===== src/rtl/sse_pkg.sv =====
package sse_pkg;

  localparam logic [2:0] CMD_PUSH   = 3'd0;
  localparam logic [2:0] CMD_POP    = 3'd1;
  localparam logic [2:0] CMD_CLEAR  = 3'd2;
  localparam logic [2:0] CMD_SEARCH = 3'd3;
  localparam logic [2:0] CMD_EDIT   = 3'd4;
  localparam logic [2:0] CMD_DELETE = 3'd5;

  localparam logic [1:0] ST_DONE  = 2'd0;
  localparam logic [1:0] ST_FULL  = 2'd1;
  localparam logic [1:0] ST_EMPTY = 2'd2;

  typedef struct packed {
    logic [2:0]         cmd;
    logic signed [31:0] value;
    logic signed [31:0] new_value;
  } in_t;

  typedef struct packed {
    logic [1:0]         status;
    logic signed [31:0] popped;
    logic [7:0]         match_mask;
    logic               found;
    logic [3:0]         level;
  } out_t;

  // controller -> datapath
  typedef struct packed {
    logic       load;
    logic       push;
    logic       clear;
    logic       rd;
    logic       chk;
    logic       pop;
    logic       emit;
    logic [1:0] status;
  } ctl_t;

  // datapath -> controller
  typedef struct packed {
    logic [2:0] cmd;
    logic       empty;
    logic       full;
    logic       last;
  } sts_t;

endpackage


===== src/rtl/searchable_stack_engine.sv =====
// Searchable LIFO stack of signed 32-bit words, DEPTH entries deep.
// Request channel: start with in_req (cmd, value, new_value); a request
// is taken at a clock edge where start is high and busy is low. busy stays
// high until the result has been produced.
// Result channel: out_valid strobes for exactly one cycle with out_res
// (status, popped, match_mask, found, level). There is no backpressure;
// the receiver must take the result in that cycle.
// Push, clear, refused and unused commands are finished in S_DECODE; pop
// reads the top entry there and completes in S_POP; search/edit/delete
// walk the entries. A new request can be taken the cycle the strobe shows.
// Each walked entry takes a registered memory read (S_READ) and then a
// compare/write-back (S_CHECK).
// Synchronous active-low reset empties the stack and drops busy and
// out_valid; stack contents are not cleared.
module searchable_stack_engine #(
  parameter int DEPTH = 8
) (
  input  logic          clk,
  input  logic          rst_n,
  input  logic          start,
  output logic          busy,
  input  sse_pkg::in_t  in_req,
  output logic          out_valid,
  output sse_pkg::out_t out_res
);

  sse_pkg::ctl_t ctl;
  sse_pkg::sts_t sts;

  sse_ctrl u_ctrl (
    .clk   (clk),
    .rst_n (rst_n),
    .start (start),
    .busy  (busy),
    .sts   (sts),
    .ctl   (ctl)
  );

  sse_dpath #(
    .DEPTH (DEPTH)
  ) u_dpath (
    .clk       (clk),
    .rst_n     (rst_n),
    .in_req    (in_req),
    .ctl       (ctl),
    .sts       (sts),
    .out_valid (out_valid),
    .out_res   (out_res)
  );

endmodule


===== src/rtl/sse_ctrl.sv =====
module sse_ctrl (
  input  logic          clk,
  input  logic          rst_n,
  input  logic          start,
  output logic          busy,
  input  sse_pkg::sts_t sts,
  output sse_pkg::ctl_t ctl
);

  typedef enum logic [2:0] {
    S_IDLE,
    S_DECODE,
    S_READ,
    S_CHECK,
    S_POP
  } state_t;

  state_t state_r, state_nxt;
  logic   busy_r, busy_nxt;

  assign busy = busy_r;

  always_comb begin
    ctl       = '0;
    ctl.status = sse_pkg::ST_DONE;
    state_nxt = state_r;
    busy_nxt  = busy_r;
    unique case (state_r)
      S_IDLE: begin
        if (start) begin
          ctl.load  = 1'b1;
          state_nxt = S_DECODE;
          busy_nxt  = 1'b1;
        end
      end
      S_DECODE: begin
        priority if (sts.cmd == sse_pkg::CMD_PUSH) begin
          if (sts.full) begin
            ctl.status = sse_pkg::ST_FULL;
          end else begin
            ctl.push = 1'b1;
          end
          ctl.emit = 1'b1;
        end else if (sts.cmd > sse_pkg::CMD_DELETE) begin
          ctl.emit = 1'b1;
        end else if (sts.empty) begin
          ctl.status = sse_pkg::ST_EMPTY;
          ctl.emit   = 1'b1;
        end else if (sts.cmd == sse_pkg::CMD_POP) begin
          ctl.rd    = 1'b1;
          state_nxt = S_POP;
        end else if (sts.cmd == sse_pkg::CMD_CLEAR) begin
          ctl.clear = 1'b1;
          ctl.emit  = 1'b1;
        end else begin
          state_nxt = S_READ;
        end
        if (ctl.emit) begin
          state_nxt = S_IDLE;
          busy_nxt  = 1'b0;
        end
      end
      S_READ: begin
        ctl.rd    = 1'b1;
        state_nxt = S_CHECK;
      end
      S_CHECK: begin
        ctl.chk = 1'b1;
        if (sts.last) begin
          ctl.emit  = 1'b1;
          state_nxt = S_IDLE;
          busy_nxt  = 1'b0;
        end else begin
          state_nxt = S_READ;
        end
      end
      S_POP: begin
        ctl.pop   = 1'b1;
        ctl.emit  = 1'b1;
        state_nxt = S_IDLE;
        busy_nxt  = 1'b0;
      end
      default: begin
        state_nxt = S_IDLE;
        busy_nxt  = 1'b0;
      end
    endcase
  end

  always_ff @(posedge clk) begin
    if (!rst_n) begin
      state_r <= S_IDLE;
      busy_r  <= 1'b0;
    end else begin
      state_r <= state_nxt;
      busy_r  <= busy_nxt;
    end
  end

  a_load_busy: assert property (@(posedge clk) disable iff (!rst_n)
    ctl.load |=> busy_r)
    else $error("busy not raised after request load");

  a_emit_idle: assert property (@(posedge clk) disable iff (!rst_n)
    ctl.emit |=> !busy_r)
    else $error("busy still high after result");

  a_busy_state: assert property (@(posedge clk) disable iff (!rst_n)
    busy_r == (state_r != S_IDLE))
    else $error("busy disagrees with state");

endmodule


===== src/rtl/sse_dpath.sv =====
module sse_dpath #(
  parameter int DEPTH = 8
) (
  input  logic          clk,
  input  logic          rst_n,
  input  sse_pkg::in_t  in_req,
  input  sse_pkg::ctl_t ctl,
  output sse_pkg::sts_t sts,
  output logic          out_valid,
  output sse_pkg::out_t out_res
);

  localparam int CW = $clog2(DEPTH + 1);
  localparam int AW = $clog2(DEPTH);

  logic signed [31:0] mem [DEPTH];

  logic [2:0]         cmd_r;
  logic signed [31:0] key_r;
  logic signed [31:0] nval_r;
  logic [CW-1:0]      cnt_r, cnt_nxt;
  logic [CW-1:0]      idx_r, idx_nxt;
  logic signed [31:0] rd_i_r, rd_t_r;
  logic signed [31:0] popped_r, popped_nxt;
  logic [7:0]         mask_r, mask_nxt;
  logic               found_r, found_nxt;
  logic               out_valid_r;
  sse_pkg::out_t      out_r;

  logic [CW-1:0]      cnt_m1, idx_inc;
  logic [CW-1:0]      cnt_chk;
  logic [CW+7:0]      idx_x;
  logic [CW+3:0]      lvl_x;
  logic               match;
  logic               we;
  logic [AW-1:0]      wa;
  logic signed [31:0] wd;

  assign cnt_m1  = cnt_r - CW'(1);
  assign idx_inc = idx_r + CW'(1);
  assign idx_x   = (CW + 8)'(idx_r);
  assign lvl_x   = (CW + 4)'(cnt_nxt);
  assign match   = (rd_i_r == key_r);
  assign cnt_chk = (match && cmd_r == sse_pkg::CMD_DELETE) ? cnt_m1 : cnt_r;

  always_comb begin
    cnt_nxt    = cnt_r;
    idx_nxt    = idx_r;
    popped_nxt = popped_r;
    mask_nxt   = mask_r;
    found_nxt  = found_r;
    we         = 1'b0;
    wa         = idx_r[AW-1:0];
    wd         = nval_r;
    if (ctl.load) begin
      idx_nxt    = '0;
      popped_nxt = '0;
      mask_nxt   = '0;
      found_nxt  = 1'b0;
    end
    if (ctl.push) begin
      we      = 1'b1;
      wa      = cnt_r[AW-1:0];
      wd      = key_r;
      cnt_nxt = cnt_r + CW'(1);
    end
    if (ctl.clear) begin
      cnt_nxt = '0;
    end
    if (ctl.pop) begin
      popped_nxt = rd_t_r;
      cnt_nxt    = cnt_m1;
    end
    if (ctl.chk) begin
      idx_nxt = idx_inc;
      if (match) begin
        found_nxt = 1'b1;
        if (idx_x < (CW + 8)'(8)) begin
          mask_nxt[idx_x[2:0]] = 1'b1;
        end
        if (cmd_r == sse_pkg::CMD_EDIT) begin
          we = 1'b1;
        end else if (cmd_r == sse_pkg::CMD_DELETE) begin
          we      = 1'b1;
          wd      = rd_t_r;
          cnt_nxt = cnt_m1;
        end
      end
    end
  end

  always_comb begin
    sts.cmd   = cmd_r;
    sts.empty = (cnt_r == '0);
    sts.full  = (cnt_r == CW'(DEPTH));
    sts.last  = (idx_inc >= cnt_chk);
  end

  always_ff @(posedge clk) begin
    if (we) begin
      mem[wa] <= wd;
    end
    if (ctl.rd) begin
      rd_i_r <= mem[idx_r[AW-1:0]];
      rd_t_r <= mem[cnt_m1[AW-1:0]];
    end
  end

  always_ff @(posedge clk) begin
    if (ctl.load) begin
      cmd_r  <= in_req.cmd;
      key_r  <= in_req.value;
      nval_r <= in_req.new_value;
    end
    idx_r    <= idx_nxt;
    popped_r <= popped_nxt;
    mask_r   <= mask_nxt;
    found_r  <= found_nxt;
    if (ctl.emit) begin
      out_r.status     <= ctl.status;
      out_r.popped     <= popped_nxt;
      out_r.match_mask <= mask_nxt;
      out_r.found      <= found_nxt;
      out_r.level      <= lvl_x[3:0];
    end
  end

  always_ff @(posedge clk) begin
    if (!rst_n) begin
      cnt_r       <= '0;
      out_valid_r <= 1'b0;
    end else begin
      cnt_r       <= cnt_nxt;
      out_valid_r <= ctl.emit;
    end
  end

  assign out_valid = out_valid_r;
  assign out_res   = out_r;

  a_rd_nonempty: assert property (@(posedge clk) disable iff (!rst_n)
    ctl.rd |-> (cnt_r != '0))
    else $error("memory read on empty stack");

  a_cnt_bound: assert property (@(posedge clk) disable iff (!rst_n)
    cnt_r <= CW'(DEPTH))
    else $error("fill count beyond depth");

  a_strobe_gap: assert property (@(posedge clk) disable iff (!rst_n)
    out_valid_r |=> !out_valid_r)
    else $error("back-to-back result strobes");

endmodule


===== config.mk =====
export PLATFORM = sky130hd
export DESIGN_NAME = searchable_stack_engine
export DESIGN_NICKNAME = d
export VERILOG_FILES = /design/src/rtl/sse_pkg.sv /design/src/rtl/searchable_stack_engine.sv /design/src/rtl/sse_ctrl.sv /design/src/rtl/sse_dpath.sv
export SDC_FILE = /design/constraint.sdc
export NUM_CORES = 1
export LEC_CHECK = 0
export BUFFER_PORTS_ARGS = -buffer_cell sky130_fd_sc_hd__buf_2
export CAP_MARGIN = 20
export CORE_AREA = 10 10 281 283
export DETAILED_ROUTE_END_ITERATION = 10
export DIE_AREA = 0 0 291 293
export GPL_TIMING_DRIVEN = 0
export HOLD_SLACK_MARGIN = 0.15
export SKIP_LAST_GASP = 1
export SLEW_MARGIN = 30
export SYNTH_ARGS = -nofsm -noshare
export SYNTH_HDL_FRONTEND = slang
export SYNTH_SLANG_ARGS = --single-unit

===== constraint.sdc =====
create_clock -name clk -period 9.2 [get_ports clk]
set_input_delay 0 -clock clk [delete_from_list [all_inputs] [get_ports clk]]
set_output_delay 0 -clock clk [all_outputs]
set_load 0.02 [all_outputs]

# [Yosys cells after proc, flatten, opt, wreduce, memory -nomap -nowiden]
# Memories as Yosys holds them, arrays and structs flattened. A register that Yosys moved wholly into a read port is not among the register bits.
# Cells that the tools add are included.
[word_totals] mem_bits_ro=0 mem_bits_rw=256 latch_bits=0 wordCells=122 reg_bits=168 mem_count=1 output_inout_bits=49 input_bits=70
[mem_list] name="u_dpath.mem" words=8 word_bits=32 read_ports=2 rd_clocked_by_memory_dff=2 write_ports=1 line_no="sse_dpath.sv:16" rtl="logic signed [31:0] mem [DEPTH];"
[classes] n_bitwise=2 add_sub_neg=3 eq_ne=17 shift=0 n_lt_le_gt_ge=5 muxes=70 div_mod_pow=0 n_reduce_logical=8 n_mul=0
[ops] op="2-to-1 mux 32 bit" n=7
[ops] op="2-to-1 mux 4 bit" n=10
[ops] op="equality test 32 bit" n=1
[ops] op="2-to-1 mux 8 bit" n=4
[ops] op="2-to-1 mux 3 bit" n=10
[ops] op="2-to-1 mux 1 bit" n=27
[ops] op="2-to-1 mux 2 bit" n=7
[ops] op="one-hot mux 3 bit (4 select lines)" n=1
[ops] op="equality test 3 x 2 -> 1 bit (second input constant)" n=3
[ops] op="equality test 3 bit (second input constant)" n=3
[ops] op="adder 4 x 1 -> 4 bit (second input constant)" n=2
[ops] op="bitwise OR 8 bit" n=1
[ops] op="equality test 3 x 1 -> 1 bit (second input constant)" n=2
[ops] op="logical NOT 3 bit" n=2
[ops] op="!= test 3 bit (second input constant)" n=2
[ops] op="AND reduction 5 bit" n=1
[ops] op="equality test 4 bit (second input constant)" n=1
[ops] op="greater-or-equal comparator 4 bit" n=1
[ops] op="logical NOT 4 bit" n=1
[ops] op="less-than comparator 3 x 4 -> 1 bit (second input constant)" n=1
[ops] op="less-than comparator 4 bit (second input constant)" n=1
[ops] op="!= test 2 bit (second input constant)" n=2
[ops] op="!= test 4 x 3 -> 1 bit (second input constant)" n=1
[ops] op="one-hot mux 1 bit (4 select lines)" n=1
[ops] op="other kinds (12)" n=13

# [Longest topological paths before layout]
# Gate-level depths: netlist (run 1).
[logic_depth] word_depth=14 mapped_depth=13 ltp_nobuf=13

# [By module]
# From an unflattened synthesis (run 1), not the netlist that was laid out.
[unflattened] cells_unflattened=1085 area_unflattened_um2=20598.5
[by_module_without_submodules] mod="sse_dpath" seq_area_each_um2=14073.5 n_inst=1 cells_each=1044 area_each_um2=20268.2
[by_module_without_submodules] mod="sse_ctrl" seq_area_each_um2=80.1 n_inst=1 cells_each=41 area_each_um2=330.3

# [Worst setup path after synthesis (run 1)]
# OpenSTA, ideal clock, no wires.
[synth_timing] kind="register to register" from="register u_dpath.cnt_r[0]" to="register u_dpath.rd_i_r[0], read port of u_dpath.mem (enable)" arrival_time_ps=6442 setup_ps=581 synth_period_minus_slack_ps=7023 path_buffers=3 setup_slack_ps=2177 stages_incl_launch_ff=10 required_time_ps=8619 cell_sequence="dfxtp_1 clkbuf_1 buf_2 inv_1 ha_1 inv_1 or3_1 clkbuf_1 nand2_1 o31ai_1"
[synth_lines] element="start, declared" line_no="sse_dpath.sv:21" rtl="logic [CW-1:0] cnt_r, cnt_nxt;"
[synth_lines] element="start signal, assigned" line_no="sse_dpath.sv:133" rtl="cnt_r <= cnt_nxt;"
[synth_lines] element="end, declared" line_no="sse_dpath.sv:23" rtl="logic signed [31:0] rd_i_r, rd_t_r;"

==> metrics.txt, run 1 <==
core area=73,600 sq um; DRC Markers=0; Worst-path clk slew=0.06 ns; endpoints failing hold=0; sw frac=0.215; Ys Warns=0; Port Buffers=118; share of cells above drive strength 1=0.269; Layout Nets=1,608; die width=291 um; Post CTS Setup Buffer Count=0; post-synthesis cell type count=48; later-pin clock latency in the skew report=0.60 ns; Root Driver=clkbuf_16; ant diodes=0; antenna-violating nets left=0; reg2reg setup slack=3.64 ns; highest clock rate=180 MHz; most common cell after layout, fill and taps aside=edfxtp_1; outcome=finished clean; setup violators final=0; worst vdd ir=0.110 mV; Worst Hold Class=input port to register; clock sink count=488; DRT Wirelength=57,400 um; pre-CTS setup slack=3.73 ns; GRT overflow=0; EDFF count, synth=438; Rel. slew slack=0.343; Pwr Density=188 nW/um^2; Placed Instances=2,318; RSZ-0062 raised after global routing=no; first-pass GRT wire length=85,000 um; GR Util met1=0.166; commonest cells after routing, fill and taps aside=438 x edfxtp_1, 184 x nand2_1, 139 x buf_2, 129 x dlygate4sd3_1, 128 x mux4_2; post-synthesis sequential area ratio=0.694; Initial Util=0.277; WS Path Type=register to register; final non-filler cell total=2,542; CTS Buf Count=51; via count=12,419; GRT met3 Usage=0.0359; vias in the first global route=13,201; Leak=9.00 nW; worst-path fanout max=17; fin. max-slew vios=0; die area=85,300 sq um; required time worst endpoint=9.49 ns; CTS tree=done; all-layer global routing usage=0.132; gr busiest metal=met2; Final WS setup=3.64 ns; wire per inst=22.6 um; Reg2Reg Depth=15; synthesized area=20,400 sq um; Hold Path Stages=2; Comb power frac=0.064; Clock Skews=0.0230 ns; Least-Margin Pin Slew=0.982 ns; Flop pwr share=0.510; Synth Flop Type=edfxtp_1; Crit. End Element=register; DRT iter0 DRCs=1,154; Max-cap violations=0; fin crit period=5.56 ns; cell internal pwr=3.83 mW; DP HPWL=40,000 um; vias per cell=4.89; antenna violations before repair=0; Area growth syn-to-layout=26.9%; crit path DAT=5.84 ns; post-synthesis register bit count=488; H-tree levels=2; GPL Wtd Cong=0.789; net switching power=1.05 mW; # rows=100; number of standard cells after synthesis=1,205; CTS max path bufs=3; Synth Area per Inst=16.9 sq um; I/O pin cnt=119; period utilisation layout=0.604; cts repair resizes=0; CP startpoint kind=register; asr flop ratio synth=0; Die Y-Extent=293 um; met2 Resource Use GR=0.217; drt first pass iters=5; largest net degree at the start of global routing=36; Mapped Nets=1,282; Clock power frac=0.426
-- final timing paths --
kind,from,end
max reg2reg,u_dpath.cnt_r[0]$_SDFF_PN0_,u_dpath.out_res[33]$_DFFE_PP_
min,in_req[46],u_dpath.key_r[14]$_DFFE_PP_
min reg2reg,u_dpath.found_r$_DFF_P_,u_dpath.found_r$_DFF_P_
max,u_dpath.cnt_r[0]$_SDFF_PN0_,u_dpath.out_res[33]$_DFFE_PP_
-- power groups by stage --
stage                     clock network [mW]  logic (mW)  registers, mW
final                                   2.07       0.312           2.49
after global routing                    2.21       0.338           2.49
after CTS                               2.11       0.317           2.49
after detailed placement                   0       0.273           2.53
after global placement                     0       0.255           2.54
after floorplan                            0       0.146           2.54
-- Yosys cell counts, drive strengths merged, types with 4 or more instances --
library cell / count / area share
a21oi: 39 / 0.0096
a31oi: 4 / 0.0012
buf: 29 / 0.0068
clkbuf: 41 / 0.0076
dfxtp: 50 / 0.049
edfxtp: 438 / 0.65
ha: 7 / 0.0043
inv: 12 / 0.0022
mux2: 34 / 0.019
mux2i: 35 / 0.017
mux4: 128 / 0.14
nand2: 184 / 0.034
nand2b: 5 / 0.0015
nand3: 38 / 0.0093
nand4: 11 / 0.0037
nor2: 54 / 0.0099
nor3: 11 / 0.0027
o31ai: 4 / 0.0015
xnor2: 35 / 0.015
-- kinds of logic (layout without fill, tap and decap cells) --
| kind of cell | count (synthesis) | count (layout) | share of synthesized area |
|---|---|---|---|
| fa+ha+maj | 7 | 7 | 0.00430 |
| xor+xnor | 37 | 37 | 0.0159 |
| mux | 197 | 197 | 0.177 |
| simple gates | 319 | 319 | 0.0671 |
| compound gates | 75 | 75 | 0.0242 |
| buf+inv | 82 | 450 | 0.0166 |
| flops | 488 | 488 | 0.694 |
-- critical path: stages, from the launching register on --
cell and delay [ns]:
dfxtp_1 0.34, clkbuf_1 0.45, buf_2 0.46, inv_1 0.19, ha_1 0.47, buf_1 0.72, clkbuf_1 0.65, mux2_2 0.30
ha_1 0.15, a21o_1 0.11, a21o_1 0.14, a21oi_1 0.07, a221o_1 0.39, o21ai_4 0.38, buf_8 0.22, buf_16 0.17
-- flip-flops by register name (all words and copies together), names as in the netlist, 4 cells and up --
name / count
u_dpath.nval_r: 32
u_dpath.mem: 256
u_dpath.key_r: 32
u_dpath.out_res: 47
u_dpath.mask_r: 8
u_dpath.popped_r: 32
u_dpath.cnt_r: 4
u_dpath.rd_i_r: 32
u_dpath.rd_t_r: 32
u_dpath.idx_r: 4
-- cell type report --
| cell class | instances | area (sq um) |
|---|---|---|
| Timing Repair Buffer | 273 | 2480 |
| Fill cell | 7023 | 47700 |
| Buffer | 70 | 293 |
| Sequential cell | 488 | 14200 |
| Tap cell | 969 | 1210 |
| Clock inverter | 24 | 221 |
| Clock buffer | 71 | 1470 |
| Inverter | 12 | 47.5 |
| Multi-Input combinational cell | 635 | 5970 |
-- layer usage --
| metal | vias up | share of wire |
|---|---|---|
| met5 | - | 0 |
| met3 | 98 | 0.084 |
| met1 | 6430 | 0.41 |
| met2 | 529 | 0.48 |
| li1 | 5362 | - |
| met4 | 0 | 0.028 |
-- through the flow --
stage	power (mW)	instance area (sq um)	hold WS [ns]	TNS (ns)	util
after floorplan	2.69	20400	0.0989	0	-
after global placement	2.80	22200	0.180	-236.70	0.302
after detailed placement	2.81	22900	0.178	0	0.311
after CTS	4.92	25900	0.152	0	0.351
after global routing	5.03	25900	0.155	0	0.351
final	4.87	25900	0.161	0	0.351
-- repair_timing --
action,in CTS,in global routing
hold buffers,129,0
endpoints found under the hold margin,82,0
endpoints found under the setup margin,0,0
Power figures use the tool's default switching activity.
==> run 2: changes to the inputs <==
clock period = 5.3 ns   (was 9.2 ns; I/O delays follow)
==> run 2 against run 1 <==
Against the previous run: final cell count up 0.16%; wire length up 1.1%; via count down 1.3%; largest power group unchanged; critical endpoint is now u_dpath.out_res[29]$_DFFE_PP_; setup slack worse by 3.2 ns; clock-buffer cell count down 4; power up 78%; sequential share of layout area down 0.30 points; non-clock buffer count up 5; register-to-register slack worse by 3.2 ns.
==> metrics.txt, run 2 (synthesized netlist as in run 1, its figures left out) <==
CP bufs+invs=2; reg2reg setup slack=0.43 ns; WS Path Type=register to register; fin crit period=4.87 ns; Post CTS Setup Buffer Count=0; Leak=9.06 nW; outcome=finished clean; highest clock rate=205 MHz; Worst-path clk slew=0.06 ns; vias per cell=4.82; final non-filler cell total=2,546; setup violators final=0; Filler Cell Count=7,013; Crit path largest cell delay=0.62 ns; gr busiest metal=met2; most common cell after layout, fill and taps aside=edfxtp_1; Overall Power=8.69 mW; Largest register FFs=256; Least-Margin Pin Slew=1.03 ns; RSZ-0062 raised after global routing=no; Seq. cell area=14,200 sq um; DRC Markers=0; met2 Resource Use GR=0.223; DP HPWL=40,400 um; all-layer global routing usage=0.133; GPL Wtd Cong=0.786; Pwr Density=334 nW/um^2; Critical Path, Cell by Cell=xnor2_1 > nand4_1 > nor4_2 > nand2_1 > nor2_1 > mux2_2 > ha_1 > a21o_1 > a21o_1 > a21oi_1 > a221o_1 > o21ai_4 > buf_8 > buf_16; Die Y-Extent=293 um; required time worst endpoint=5.59 ns; later-pin clock latency in the skew report=0.60 ns; # rows=100; first-pass GRT wire length=85,200 um; Port Buffers=118; Clock Skews=0.0193 ns; die area=85,300 sq um; clock sink count=488; GRT overflow=0; TNS Setup=0 ns; Final Core Density=0.353; DRT Wirelength=58,000 um; drt first pass iters=5; CP startpoint kind=register; Root Driver=clkbuf_16; kind of cell adding the most delay to the critical path=simple AND/OR/NAND/NOR gates; Multi-input gate area=5970 sq um; Crit path top cell by count=a21o_1; commonest cells after routing, fill and taps aside=438 x edfxtp_1, 184 x nand2_1, 139 x buf_2, 134 x dlygate4sd3_1, 128 x mux4_2; CTS max path bufs=3; Worst Hold Class=input port to register; share of cells above drive strength 1=0.269; Crit. End Element=register; crit path DAT=5.17 ns; Rel. slew slack=0.315; most flop-heavy register=u_dpath.mem; Layout Nets=1,612; endpoints failing hold=0; antenna violations before repair=0; I/O pin cnt=119; fin. max-slew vios=0; worst-path fanout max=17; DRT iter0 DRCs=1,377; Placed Instances=2,318; CTS Buf Count=50; largest net degree at the start of global routing=36; core area=73,600 sq um; wire per inst=22.8 um; vias in the first global route=13,006; Initial Util=0.277; worst vdd ir=0.255 mV; CP max stage cell=nor4_2; GRT met3 Usage=0.0386; Area growth syn-to-layout=27.6%; antenna-violating nets left=0; GR Util met1=0.165; ant diodes=0; via count=12,260; H-tree levels=2; die width=291 um; period utilisation layout=0.920; CTS tree=done; Max-cap violations=0
-- run 2: repair_timing --
item                                    4_1_cts  5_1_grt
gates resized for setup                       1        0
hold endpoints to repair                     82        0
hold buffers                                134        0
endpoints found under the setup margin       17       17
pin swaps                                     0        0
-- run 2: metrics by stage --
step | worst slack [ns] | cell area [sq um] | hold slack, ns
finish | 0.426 | 26000 | 0.160
global placement | -2.78 | 22200 | 0.177
detailed placement | -0.0421 | 22900 | 0.178
global route | 0.0753 | 26000 | 0.154
floorplan | 0.277 | 20400 | 0.0989
CTS | 0.171 | 26000 | 0.153
-- run 2: final timing paths --
kind,start,end,cells after the start
setup / recovery,u_dpath.key_r[25]$_DFFE_PP_,u_dpath.out_res[29]$_DFFE_PP_,14
hold / removal,in_req[62],u_dpath.key_r[30]$_DFFE_PP_,2
setup reg to reg,u_dpath.key_r[25]$_DFFE_PP_,u_dpath.out_res[29]$_DFFE_PP_,14
hold reg to reg,u_dpath.popped_r[4]$_DFF_P_,u_dpath.popped_r[4]$_DFF_P_,2
-- run 2: routing by layer --
layer,up-vias,part of all wire
li1,5366,-
met1,6307,0.41
met2,500,0.49
met5,-,0
met3,87,0.082
met4,0,0.024
-- run 2: final cells by class --
type                    count  share of cell area
plain buffers              69              0.0112
clock buffers              67              0.0554
multi-input cells         635               0.230
clock inverters            27              0.0139
inverters                  12             0.00183
well taps                 969              0.0466
repair buffers            279              0.0970
flip-flops and latches    488               0.544
-- run 2: power breakdown --
group	leakage, nW	total, mW	switching, mW	internal, mW
clock	0.879	3.83	1.49	2.34
combinational	3.76	0.545	0.305	0.240
sequential	4.42	4.32	0.0408	4.28
